$ cat src/hdl/mid_pkg.sv
// shared types and constants of the multi-input debouncer
package mid_pkg;

  localparam int NUM_PINS = 6;
  localparam int NUM_LANES = 5;
  localparam int ACT_BIT = 1;
  localparam int CFG_IDX_BITS = 2;

  localparam logic [CFG_IDX_BITS-1:0] CFG_DEBOUNCE_MS = 2'd0;
  localparam logic [CFG_IDX_BITS-1:0] CFG_POLL_INTERVAL_MS = 2'd1;
  localparam logic [CFG_IDX_BITS-1:0] CFG_ACTIVE_HIGH_MASK = 2'd2;

  localparam logic [15:0] DEBOUNCE_MS_RST = 16'd30;
  localparam logic [15:0] POLL_INTERVAL_MS_RST = 16'd10;
  localparam logic [NUM_PINS-1:0] ACTIVE_HIGH_MASK_RST = 6'h3f;

  // pin position of each debounced lane
  localparam logic [2:0] LANE_PIN [NUM_LANES] = '{3'd0, 3'd2, 3'd3, 3'd4, 3'd5};

  localparam int LANE_POWER_BTN = 2;
  localparam int LANE_RESET_BTN = 3;
  localparam int LANE_DEBUG_BTN = 4;

  typedef struct packed {
    logic stable;
    logic rise;
    logic fall;
  } lane_out_t;

  typedef struct packed {
    logic       step;
    logic       started;
    logic       poll_due;
  } lane_ctl_t;

  typedef struct packed {
    logic [NUM_PINS-1:0] stable_levels;
    logic                power_pressed;
    logic                power_released;
    logic                reset_pressed;
    logic                debug_pressed;
    logic                activity_edge;
  } result_t;

endpackage

$ cat src/hdl/multi_input_debouncer_core.sv
// top level of the multi-input timestamp debouncer
//
// Each input transaction carries a millisecond timestamp, six raw pin levels
// and a request to read and clear the sticky activity-edge flag; each one
// produces exactly one result transaction with the debounced levels and the
// press/release pulses. Both channels move a transaction on a clock edge with
// valid high and stall low.
// Five debounce lanes evaluate their pins in parallel in the cycle a
// transaction is accepted; the merge logic handles the poll timer and the
// activity edge. One transaction is taken every cycle while in_stall is low;
// its result is registered in the output register, else in the skid entry.
// When out_stall is held, one more transaction is parked in a skid entry and
// then in_stall rises; it falls in the cycle after the receiver takes a result.
// Registers are written through cfg_valid/cfg_ready (always ready): 0 debounce
// time, 1 poll interval, 2 polarity mask; other indexes are ignored. The user
// writes only while no transaction is in flight; the block does not enforce it.
// Synchronous reset (rst_n low) empties the output side, restores register
// defaults and makes the next transaction load the pin state without pulses.
module multi_input_debouncer_core #(
  parameter int TIME_BITS = 32
) (
  input  logic                                  clk,
  input  logic                                  rst_n,
  input  logic                                  in_valid,
  output logic                                  in_stall,
  input  logic [31:0]                           in_now_ms,
  input  logic [5:0]                            in_raw_levels,
  input  logic                                  in_take_activity_edge,
  output logic                                  out_valid,
  input  logic                                  out_stall,
  output logic [5:0]                            out_stable_levels,
  output logic                                  out_power_pressed,
  output logic                                  out_power_released,
  output logic                                  out_reset_pressed,
  output logic                                  out_debug_pressed,
  output logic                                  out_activity_edge,
  input  logic                                  cfg_valid,
  output logic                                  cfg_ready,
  input  logic [mid_pkg::CFG_IDX_BITS-1:0]      cfg_index,
  input  logic [15:0]                           cfg_data
);

  logic [15:0]                      debounce_ms_r;
  logic [15:0]                      poll_interval_ms_r;
  logic [mid_pkg::NUM_PINS-1:0]     active_high_mask_r;
  logic [TIME_BITS-1:0]             now;
  logic [mid_pkg::NUM_PINS-1:0]     norm;
  logic                             step;
  mid_pkg::lane_ctl_t               ctl;
  mid_pkg::lane_out_t               lanes [mid_pkg::NUM_LANES];
  mid_pkg::result_t                 result;
  mid_pkg::result_t                 out_data;

  assign cfg_ready = 1'b1;

  always_ff @(posedge clk) begin
    if (!rst_n) begin
      debounce_ms_r      <= mid_pkg::DEBOUNCE_MS_RST;
      poll_interval_ms_r <= mid_pkg::POLL_INTERVAL_MS_RST;
      active_high_mask_r <= mid_pkg::ACTIVE_HIGH_MASK_RST;
    end else if (cfg_valid) begin
      unique case (cfg_index)
        mid_pkg::CFG_DEBOUNCE_MS:      debounce_ms_r      <= cfg_data;
        mid_pkg::CFG_POLL_INTERVAL_MS: poll_interval_ms_r <= cfg_data;
        mid_pkg::CFG_ACTIVE_HIGH_MASK: active_high_mask_r <= cfg_data[mid_pkg::NUM_PINS-1:0];
        default: ;
      endcase
    end
  end

  generate
    if (TIME_BITS > 32) begin : g_time_wide
      assign now = {{(TIME_BITS-32){1'b0}}, in_now_ms};
    end else if (TIME_BITS == 32) begin : g_time_same
      assign now = in_now_ms;
    end else begin : g_time_narrow
      assign now = in_now_ms[TIME_BITS-1:0];
    end
  endgenerate

  // a clear mask bit marks an active-low pin
  assign norm = in_raw_levels ^ ~active_high_mask_r;
  assign step = in_valid && !in_stall;

  for (genvar i = 0; i < mid_pkg::NUM_LANES; i++) begin : g_lane
    mid_lane #(
      .TIME_BITS (TIME_BITS)
    ) u_lane (
      .clk         (clk),
      .rst_n       (rst_n),
      .ctl         (ctl),
      .now         (now),
      .level       (norm[mid_pkg::LANE_PIN[i]]),
      .debounce_ms (debounce_ms_r),
      .lane_out    (lanes[i])
    );
  end

  mid_merge #(
    .TIME_BITS (TIME_BITS)
  ) u_merge (
    .clk              (clk),
    .rst_n            (rst_n),
    .step             (step),
    .now              (now),
    .norm             (norm),
    .take             (in_take_activity_edge),
    .poll_interval_ms (poll_interval_ms_r),
    .lanes            (lanes),
    .ctl              (ctl),
    .result           (result)
  );

  mid_skid u_skid (
    .clk       (clk),
    .rst_n     (rst_n),
    .in_valid  (in_valid),
    .in_stall  (in_stall),
    .in_data   (result),
    .out_valid (out_valid),
    .out_stall (out_stall),
    .out_data  (out_data)
  );

  assign out_stable_levels  = out_data.stable_levels;
  assign out_power_pressed  = out_data.power_pressed;
  assign out_power_released = out_data.power_released;
  assign out_reset_pressed  = out_data.reset_pressed;
  assign out_debug_pressed  = out_data.debug_pressed;
  assign out_activity_edge  = out_data.activity_edge;

endmodule

$ cat src/hdl/mid_lane.sv
// one debounce lane: candidate, stable level and change timestamp of a single pin
module mid_lane #(
  parameter int TIME_BITS = 32
) (
  input  logic                   clk,
  input  logic                   rst_n,
  input  mid_pkg::lane_ctl_t     ctl,
  input  logic [TIME_BITS-1:0]   now,
  input  logic                   level,
  input  logic [15:0]            debounce_ms,
  output mid_pkg::lane_out_t     lane_out
);

  logic                 cand_r, cand_nxt;
  logic                 stable_r, stable_nxt;
  logic [TIME_BITS-1:0] change_time_r, change_time_nxt;
  logic [TIME_BITS-1:0] held;
  logic                 settle;

  always_comb begin
    cand_nxt        = cand_r;
    stable_nxt      = stable_r;
    change_time_nxt = change_time_r;
    held            = '0;
    settle          = 1'b0;
    lane_out        = '0;
    if (ctl.step && !ctl.started) begin
      cand_nxt        = level;
      stable_nxt      = level;
      change_time_nxt = now;
    end else if (ctl.step && ctl.poll_due) begin
      if (level != cand_r) begin
        cand_nxt        = level;
        change_time_nxt = now;
      end
      // time since the candidate last changed, wrapping
      held   = now - change_time_nxt;
      settle = (stable_r != cand_nxt) && (held >= TIME_BITS'(debounce_ms));
      if (settle) begin
        stable_nxt    = cand_nxt;
        lane_out.rise = cand_nxt;
        lane_out.fall = !cand_nxt;
      end
    end
    lane_out.stable = stable_nxt;
  end

  always_ff @(posedge clk) begin
    if (!rst_n) begin
      cand_r        <= 1'b0;
      stable_r      <= 1'b0;
      change_time_r <= '0;
    end else begin
      cand_r        <= cand_nxt;
      stable_r      <= stable_nxt;
      change_time_r <= change_time_nxt;
    end
  end

endmodule

$ cat src/hdl/mid_merge.sv
// shared control (start, poll timer, activity edge) and merge of the lane results
module mid_merge #(
  parameter int TIME_BITS = 32
) (
  input  logic                            clk,
  input  logic                            rst_n,
  input  logic                            step,
  input  logic [TIME_BITS-1:0]            now,
  input  logic [mid_pkg::NUM_PINS-1:0]    norm,
  input  logic                            take,
  input  logic [15:0]                     poll_interval_ms,
  input  mid_pkg::lane_out_t              lanes [mid_pkg::NUM_LANES],
  output mid_pkg::lane_ctl_t              ctl,
  output mid_pkg::result_t                result
);

  logic                 started_r, started_nxt;
  logic [TIME_BITS-1:0] last_poll_r, last_poll_nxt;
  logic                 pending_r, pending_nxt;
  logic                 prev_act_r, prev_act_nxt;
  logic [TIME_BITS-1:0] since_poll;
  logic                 act;
  logic                 poll_due;

  assign act        = norm[mid_pkg::ACT_BIT];
  assign since_poll = now - last_poll_r;
  assign poll_due   = since_poll >= TIME_BITS'(poll_interval_ms);

  assign ctl.step     = step;
  assign ctl.started  = started_r;
  assign ctl.poll_due = poll_due;

  always_comb begin
    started_nxt   = started_r;
    last_poll_nxt = last_poll_r;
    pending_nxt   = pending_r;
    prev_act_nxt  = prev_act_r;
    result        = '0;
    if (step) begin
      started_nxt = 1'b1;
      if (started_r) begin
        if (act && !prev_act_r) begin
          pending_nxt = 1'b1;
        end
        if (poll_due) begin
          last_poll_nxt = now;
        end
      end
      prev_act_nxt = act;
      // an edge seen on this transaction is returned by a take on it
      if (take) begin
        result.activity_edge = pending_nxt;
        pending_nxt          = 1'b0;
      end
    end
    for (int i = 0; i < mid_pkg::NUM_LANES; i++) begin
      result.stable_levels[mid_pkg::LANE_PIN[i]] = lanes[i].stable;
    end
    result.stable_levels[mid_pkg::ACT_BIT] = act;
    result.power_pressed  = lanes[mid_pkg::LANE_POWER_BTN].rise;
    result.power_released = lanes[mid_pkg::LANE_POWER_BTN].fall;
    result.reset_pressed  = lanes[mid_pkg::LANE_RESET_BTN].rise;
    result.debug_pressed  = lanes[mid_pkg::LANE_DEBUG_BTN].rise;
  end

  always_ff @(posedge clk) begin
    if (!rst_n) begin
      started_r   <= 1'b0;
      last_poll_r <= '0;
      pending_r   <= 1'b0;
      prev_act_r  <= 1'b0;
    end else begin
      started_r   <= started_nxt;
      last_poll_r <= last_poll_nxt;
      pending_r   <= pending_nxt;
      prev_act_r  <= prev_act_nxt;
    end
  end

endmodule

$ cat src/hdl/mid_skid.sv
// output register with a skid entry so the input side never waits on out_stall directly
module mid_skid (
  input  logic              clk,
  input  logic              rst_n,
  input  logic              in_valid,
  output logic              in_stall,
  input  mid_pkg::result_t  in_data,
  output logic              out_valid,
  input  logic              out_stall,
  output mid_pkg::result_t  out_data
);

  logic             out_valid_r, out_valid_nxt;
  logic             skid_valid_r, skid_valid_nxt;
  mid_pkg::result_t out_data_r, out_data_nxt;
  mid_pkg::result_t skid_data_r, skid_data_nxt;
  logic             accept;
  logic             taken;

  assign in_stall  = skid_valid_r;
  assign accept    = in_valid && !skid_valid_r;
  assign taken     = out_valid_r && !out_stall;
  assign out_valid = out_valid_r;
  assign out_data  = out_data_r;

  always_comb begin
    out_valid_nxt  = out_valid_r;
    skid_valid_nxt = skid_valid_r;
    out_data_nxt   = out_data_r;
    skid_data_nxt  = skid_data_r;
    if (skid_valid_r) begin
      if (taken) begin
        out_data_nxt   = skid_data_r;
        skid_valid_nxt = 1'b0;
      end
    end else if (accept) begin
      if (!out_valid_r || taken) begin
        out_data_nxt  = in_data;
        out_valid_nxt = 1'b1;
      end else begin
        skid_data_nxt  = in_data;
        skid_valid_nxt = 1'b1;
      end
    end else if (taken) begin
      out_valid_nxt = 1'b0;
    end
  end

  always_ff @(posedge clk) begin
    if (!rst_n) begin
      out_valid_r  <= 1'b0;
      skid_valid_r <= 1'b0;
    end else begin
      out_valid_r  <= out_valid_nxt;
      skid_valid_r <= skid_valid_nxt;
    end
  end

  always_ff @(posedge clk) begin
    out_data_r  <= out_data_nxt;
    skid_data_r <= skid_data_nxt;
  end

endmodule

$ cat config.mk
export PLATFORM = sky130hd
export DESIGN_NAME = multi_input_debouncer_core
export DESIGN_NICKNAME = d
export VERILOG_FILES = /design/src/hdl/mid_pkg.sv /design/src/hdl/multi_input_debouncer_core.sv /design/src/hdl/mid_lane.sv /design/src/hdl/mid_merge.sv /design/src/hdl/mid_skid.sv
export SDC_FILE = /design/constraint.sdc
export NUM_CORES = 1
export LEC_CHECK = 0
export ABC_CLOCK_PERIOD_IN_PS = 9400
export BUFFER_PORTS_ARGS = -buffer_cell sky130_fd_sc_hd__buf_2
export CORE_MARGIN = 8
export CORE_UTILIZATION = 30
export CTS_CLUSTER_DIAMETER = 30
export DETAILED_ROUTE_END_ITERATION = 10
export GPL_TIMING_DRIVEN = 0
export SLEW_MARGIN = 20
export SYNTH_ARGS = -nofsm -noshare
export SYNTH_HDL_FRONTEND = slang
export SYNTH_SLANG_ARGS = --single-unit
$ cat constraint.sdc
create_clock -name clk -period 9.4 [get_ports clk]
set_clock_uncertainty 0.05 [all_clocks]
set_input_delay 0.94 -clock clk [delete_from_list [all_inputs] [get_ports clk]]
set_output_delay 0.94 -clock clk [all_outputs]
set_load 0.01 [all_outputs]
* After elaboration in Yosys (flattened, before gate mapping)
Cells that the tools add are included.
** Storage, ports and cells
- Output and inout port bits :: 14
- Logic and storage cells :: 186
- Bits in writable memories :: 0
- Bits of input ports :: 62
- Latch bits :: 0
- ROM bits :: 0
- Memories :: 0
- Flip-flop bits (word level) :: 267
** Operators by class
- Shifts and indexed selects :: 0
- $lt $le $gt $ge :: 6
- $add $sub $neg :: 6
- Mux-type cells :: 89
- Div/mod/pow operators :: 0
- $mul :: 0
- Equality and inequality tests :: 14
- Bitwise logic cells :: 4
- Reductions and logical operators :: 31
** Operators with widths (number)
- 2-to-1 mux 32 bit :: 25
- greater-or-equal comparator 32 x 16 -> 1 bit :: 6
- subtractor 32 bit :: 6
- 2-to-1 mux 1 bit :: 51
- 2-to-1 mux 11 bit :: 4
- 2-to-1 mux 2 bit :: 9
- AND reduction 3 bit :: 4
- logical AND 1 bit :: 10
- != test 1 bit :: 10
- zero test 1 bit :: 8
- nonzero test 2 bit :: 4
- NOT 6 bit :: 1
- AND reduction 2 bit :: 3
- XOR 6 bit :: 1
- equality test 2 x 1 -> 1 bit (second input constant) :: 1
- equality test 2 bit (second input constant) :: 1
- zero test 2 bit :: 1
- != test 2 x 1 -> 1 bit (second input constant) :: 1
- != test 2 bit (second input constant) :: 1
- NOT 1 bit :: 2
- logical OR 1 bit :: 1

* Logic depth before layout (Yosys ltp)
- Depth in word-level cells :: 15
- Depth in mapped cells :: 34

* By module
Synthesis repeated with hierarchy kept, for this count alone.
** Unflattened totals
- Cell total of the unflattened synthesis :: 3835
- Area, all modules :: 28174.5 sq um
** Modules (own cells, without submodules)
- mid_lane at g_lane[1].u_lane ... :: area an instance 4237.8 sq um, instances 3, cells each 603, seq. area each 680.7 sq um
- mid_lane at g_lane[0].u_lane :: area an instance 4469.3 sq um, instances 1, cells each 635, seq. area each 680.7 sq um
- mid_lane at g_lane[4].u_lane :: area an instance 4335.4 sq um, instances 1, cells each 606, seq. area each 680.7 sq um
- mid_merge :: area an instance 4129.0 sq um, instances 1, cells each 578, seq. area each 700.7 sq um
- multi_input_debouncer_core :: area an instance 1587.8 sq um, instances 1, cells each 159, seq. area each 760.7 sq um
- mid_skid :: area an instance 939.7 sq um, instances 1, cells each 48, seq. area each 700.7 sq um

* Worst setup path before layout
No wires, ideal clock.
- Path kind :: input -> register
- Start :: input port in_raw_levels[5]
- End :: register u_skid.out_data_r, in the netlist u_skid.out_data[10] (data pin)
- Setup slack :: 2.371 ns
- Data arrival time :: 6.818 ns
- Setup time :: 0.160 ns
- Required time :: 9.190 ns
- Cell stages on the path :: 30
- Cell sequence :: xnor2_1 -> ha_1 -> clkbuf_1 -> clkbuf_1 -> clkbuf_1 -> clkbuf_1 -> clkbuf_1 -> o21ai_0 -> ha_1 -> inv_1 -> ha_1 -> inv_1 -> a211oi_1 -> o32ai_1 -> and3_1 -> a2111oi_0 -> nand2b_1 -> xor2_1 -> ha_1 -> nor2b_1 -> o21ai_0 -> o21ai_0 -> nor3_1 -> o221ai_1 -> a311o_1 -> nor4_1 -> o2111a_1 -> nand4_1 -> a21o_1 -> a41oi_1
** RTL lines
- from (decl) :: line multi_input_debouncer_core.sv:27 : input logic [5:0] in_raw_levels,
- to (signal assigned) :: line mid_skid.sv:60 : out_data_r <= out_data_nxt;
- to (decl) :: line mid_skid.sv:15 : mid_pkg::result_t out_data_r, out_data_nxt;

==> reports/results.tsv <==
metric	value	unit
status	completed	
internal power	0.00398	W
synthesized area	0.0271	mm²
fin. max-slew vios	0	
crit start category	input port	
clock period minus worst slack	9.21	ns
DIE WIDTH	317	µm
post-synth cell types	114	
DP Area	0.0290	mm²
share of cells above drive strength 1	0.0965	
Via density	5.78	
antenna violations before repair	2	
synth top area cells	dfxtp_1, ha_1, a21oi_1	
post-synth top area share	0.181	
routability congestion estimate	0.982	
CP max-delay cell	a221oi_1	
Starting Density	0.302	
met1 WL	50.3	mm
R2R setup slack	0.28	ns
Comb power frac	0.403	
commonest non-fill, non-tap cell in the layout	a21oi_1	
CP required	9.69	ns
sequential power share	0.198	
Skew-Pair Late Insertion Delay	0.63	ns
Cells after DPL	4844	
first-pass GRT wire length	166	mm
met3 routed WL	8.60	mm
largest net degree at the start of global routing	15	
I/O Buffers	74	
Clk pin slew, worst setup/hold paths	0.04	ns
DR WL/cell	22.5	µm
DR WL met2	49.2	mm
syn_area_per_cell	7.56	µm²
DRC	0	
DRT iter0 DRCs	2855	
FFs w/ async S/R, synth	0	
Final Instance Count excl. Fillers	4981	
P_leak	13.1	nW
Worst Hold Path EP	poll_interval_ms_r[7]	
Detail Route Antenna Nets	0	
min-delay src	poll_interval_ms_r[7]	
PD cells	207	mW/mm²
clock share of power	0.399	
cell area after layout	0.0316	mm²
Max-slew headroom	0.276	
most used cell along the critical path	o21ai_0	
area growth from synthesis to layout	16.4	%
Register Area	0.00557	mm²
core region area	0.0899	mm²
Root Buffer	clkbuf_16	
Ys Warns	0	
endpoints failing hold	0	
hold_buf cts	0	
Sw Ratio	0.391	
Congestion Overflow GR	0	
TritonCTS clock tree	done	
# clock sinks	267	
commonest non-fill, non-tap cells in the layout	a21oi_1, nor2_1, nand2_1	
switching pwr	0.00256	W
Mapped Cells	3593	
Crit. Startpoint	in_raw_levels[5]	
crit path kind	input port to flip-flop	
leading area contributor after synthesis	dfxtp_1	
net count after synthesis	3908	
WP data arrival	9.49	ns
hold depth	2	
area of the multi-input gates	0.0202	mm²
Max Used Layer	met4	
CP Capture Type	flip-flop	
vias	28800	
Worst R2R End	u_skid.out_data[10]	
Worst R2R Start	active_high_mask_r[5]	
# setup viols final	0	
RSZ-0062 raised after global routing	no	
HPWL Detailed	91.3	mm
hold crit path type	flip-flop to flip-flop	
CTS buffer count	73	
post-synthesis register bit count	267	
Worst IR Drop VDD	0.000133	V
TritonRoute pass-1 iters	6	
Die Y	317	µm
setup_tns	0	ns
Post-synth EDFFs	22	
Worst Max-Slew Pin Slew	1.09	ns
worst-case reg-to-reg path depth	30	
Core Util, Final	0.352	
Ports	76	
vias in the first global route	27200	
# rows	110	
die area	0.100	mm²
Max Root-Sink Buffers	3	
Worst Path Max Fanout	10	
GRT Resource Usage Total	0.214	
CP max stage delay	0.56	ns
final period utilization	0.979	
Max Freq	109	MHz
top_reg_cell synth	dfxtp_1	
Seq/Total Area, Yosys	0.205	
nets	4058	
routed wire length	112	mm
CTS HTree Levels	3	
Max Cap Viol	0	
fill count	9528	
-- layout make-up --
class	count	area share
antenna	2	0.000158
sequential	267	0.176
buffer	231	0.0297
tap	1176	0.0466
inverter	135	0.0160
clock inverter	40	0.0165
multi-input combinational	2960	0.638
timing repair buffer	75	0.0122
clock buffer	95	0.0650
-- per-stage QoR --
step	setup slack [ns]	total power [W]	hold slack [ns]
floorplan	2.37	0.00316	0.386
global placement	-1.31	0.00386	0.393
detailed placement	-1.03	0.00388	0.397
CTS	0.199	0.00651	0.402
global route	0.0334	0.00688	0.423
finish	0.195	0.00654	0.401
-- power groups by stage --
stage / Sequential, W / Clock [W] / Combinational (W)
after floorplan: 0.00130 / 0 / 0.00185
after global placement: 0.00131 / 0 / 0.00255
after detailed placement: 0.00131 / 0 / 0.00256
after CTS: 0.00129 / 0.00263 / 0.00258
after global routing: 0.00130 / 0.00270 / 0.00288
final: 0.00130 / 0.00261 / 0.00263
-- how the worst max path moves through the flow --
stage / endpoint / slack [ns]
after global placement: u_skid.out_data[10] / -1.31
after floorplan: u_skid.out_data[10] / 2.37
after detailed placement: u_skid.out_data[10] / -1.03
after global routing: u_skid.out_data[10] / 0.03
final: u_skid.out_data[10] / 0.19
after CTS: u_skid.out_data[10] / 0.20
-- worst max-delay path, delay by kind of cell --
family                     cells  cell delay [ns]
AOI/OAI and AO/OA             15             4.09
xor gates and xnor gates       1             0.46
adders and majority gates      3             0.82
buffers and inverters          6             2.11
and+or+nand+nor                6             1.03
-- cell families after synthesis --
group / synth area share
AO/OA/AOI/OAI: 0.295
XOR/XNOR: 0.0544
adder cells (fa/ha/maj): 0.122
buffers and inverters: 0.0530
flip-flops: 0.205
multiplexers: 0.0672
other: 0.000138
AND/OR/NAND/NOR: 0.204
-- flip-flops by register name, summed over array words and instances, names as in the netlist --
signal                       count
debounce_ms_r                   16
g_lane.u_lane.cand_r             5
g_lane.u_lane.change_time_r    160
poll_interval_ms_r              16
u_merge.last_poll_r             32
u_skid.skid_data_r              11
u_merge.started_r                1
u_skid.out_valid                 1
u_merge.prev_act_r               1
g_lane.u_lane.stable_r           5
u_merge.pending_r                1
u_skid.in_stall                  1
u_skid.out_data                 11
active_high_mask_r               6
-- per-layer routing --
layer,up-vias,global-route usage
li1,13600,-
met1,13700,0.295
met2,1227,0.337
met3,233,0.0320
met4,0,0.0793
met5,-,0
-- cells in the mapped netlist, types with 22 or more instances --
library cell	instances
nor2b_1	67
o221a_2	79
a21oi_1	402
xnor2_1	71
a21o_1	105
o211ai_1	31
nand3_1	61
and3_1	35
nand2_1	333
dfxtp_1	245
ha_1	250
nor3_1	60
nand2b_1	49
a31oi_1	38
clkbuf_1	181
xor2_1	76
o21bai_1	28
o21ai_0	213
buf_2	27
mux2i_1	173
nor2_1	348
inv_1	132
edfxtp_1	22
o21a_1	33
a211oi_1	74
nand4_1	59
-- repair_timing --
item	CTS	global route
buffers inserted	0	0
gates resized for setup	2	1
hold endpoints to repair	0	0
setup endpoints to repair	2	1
Power figures use the tool's default switching activity.
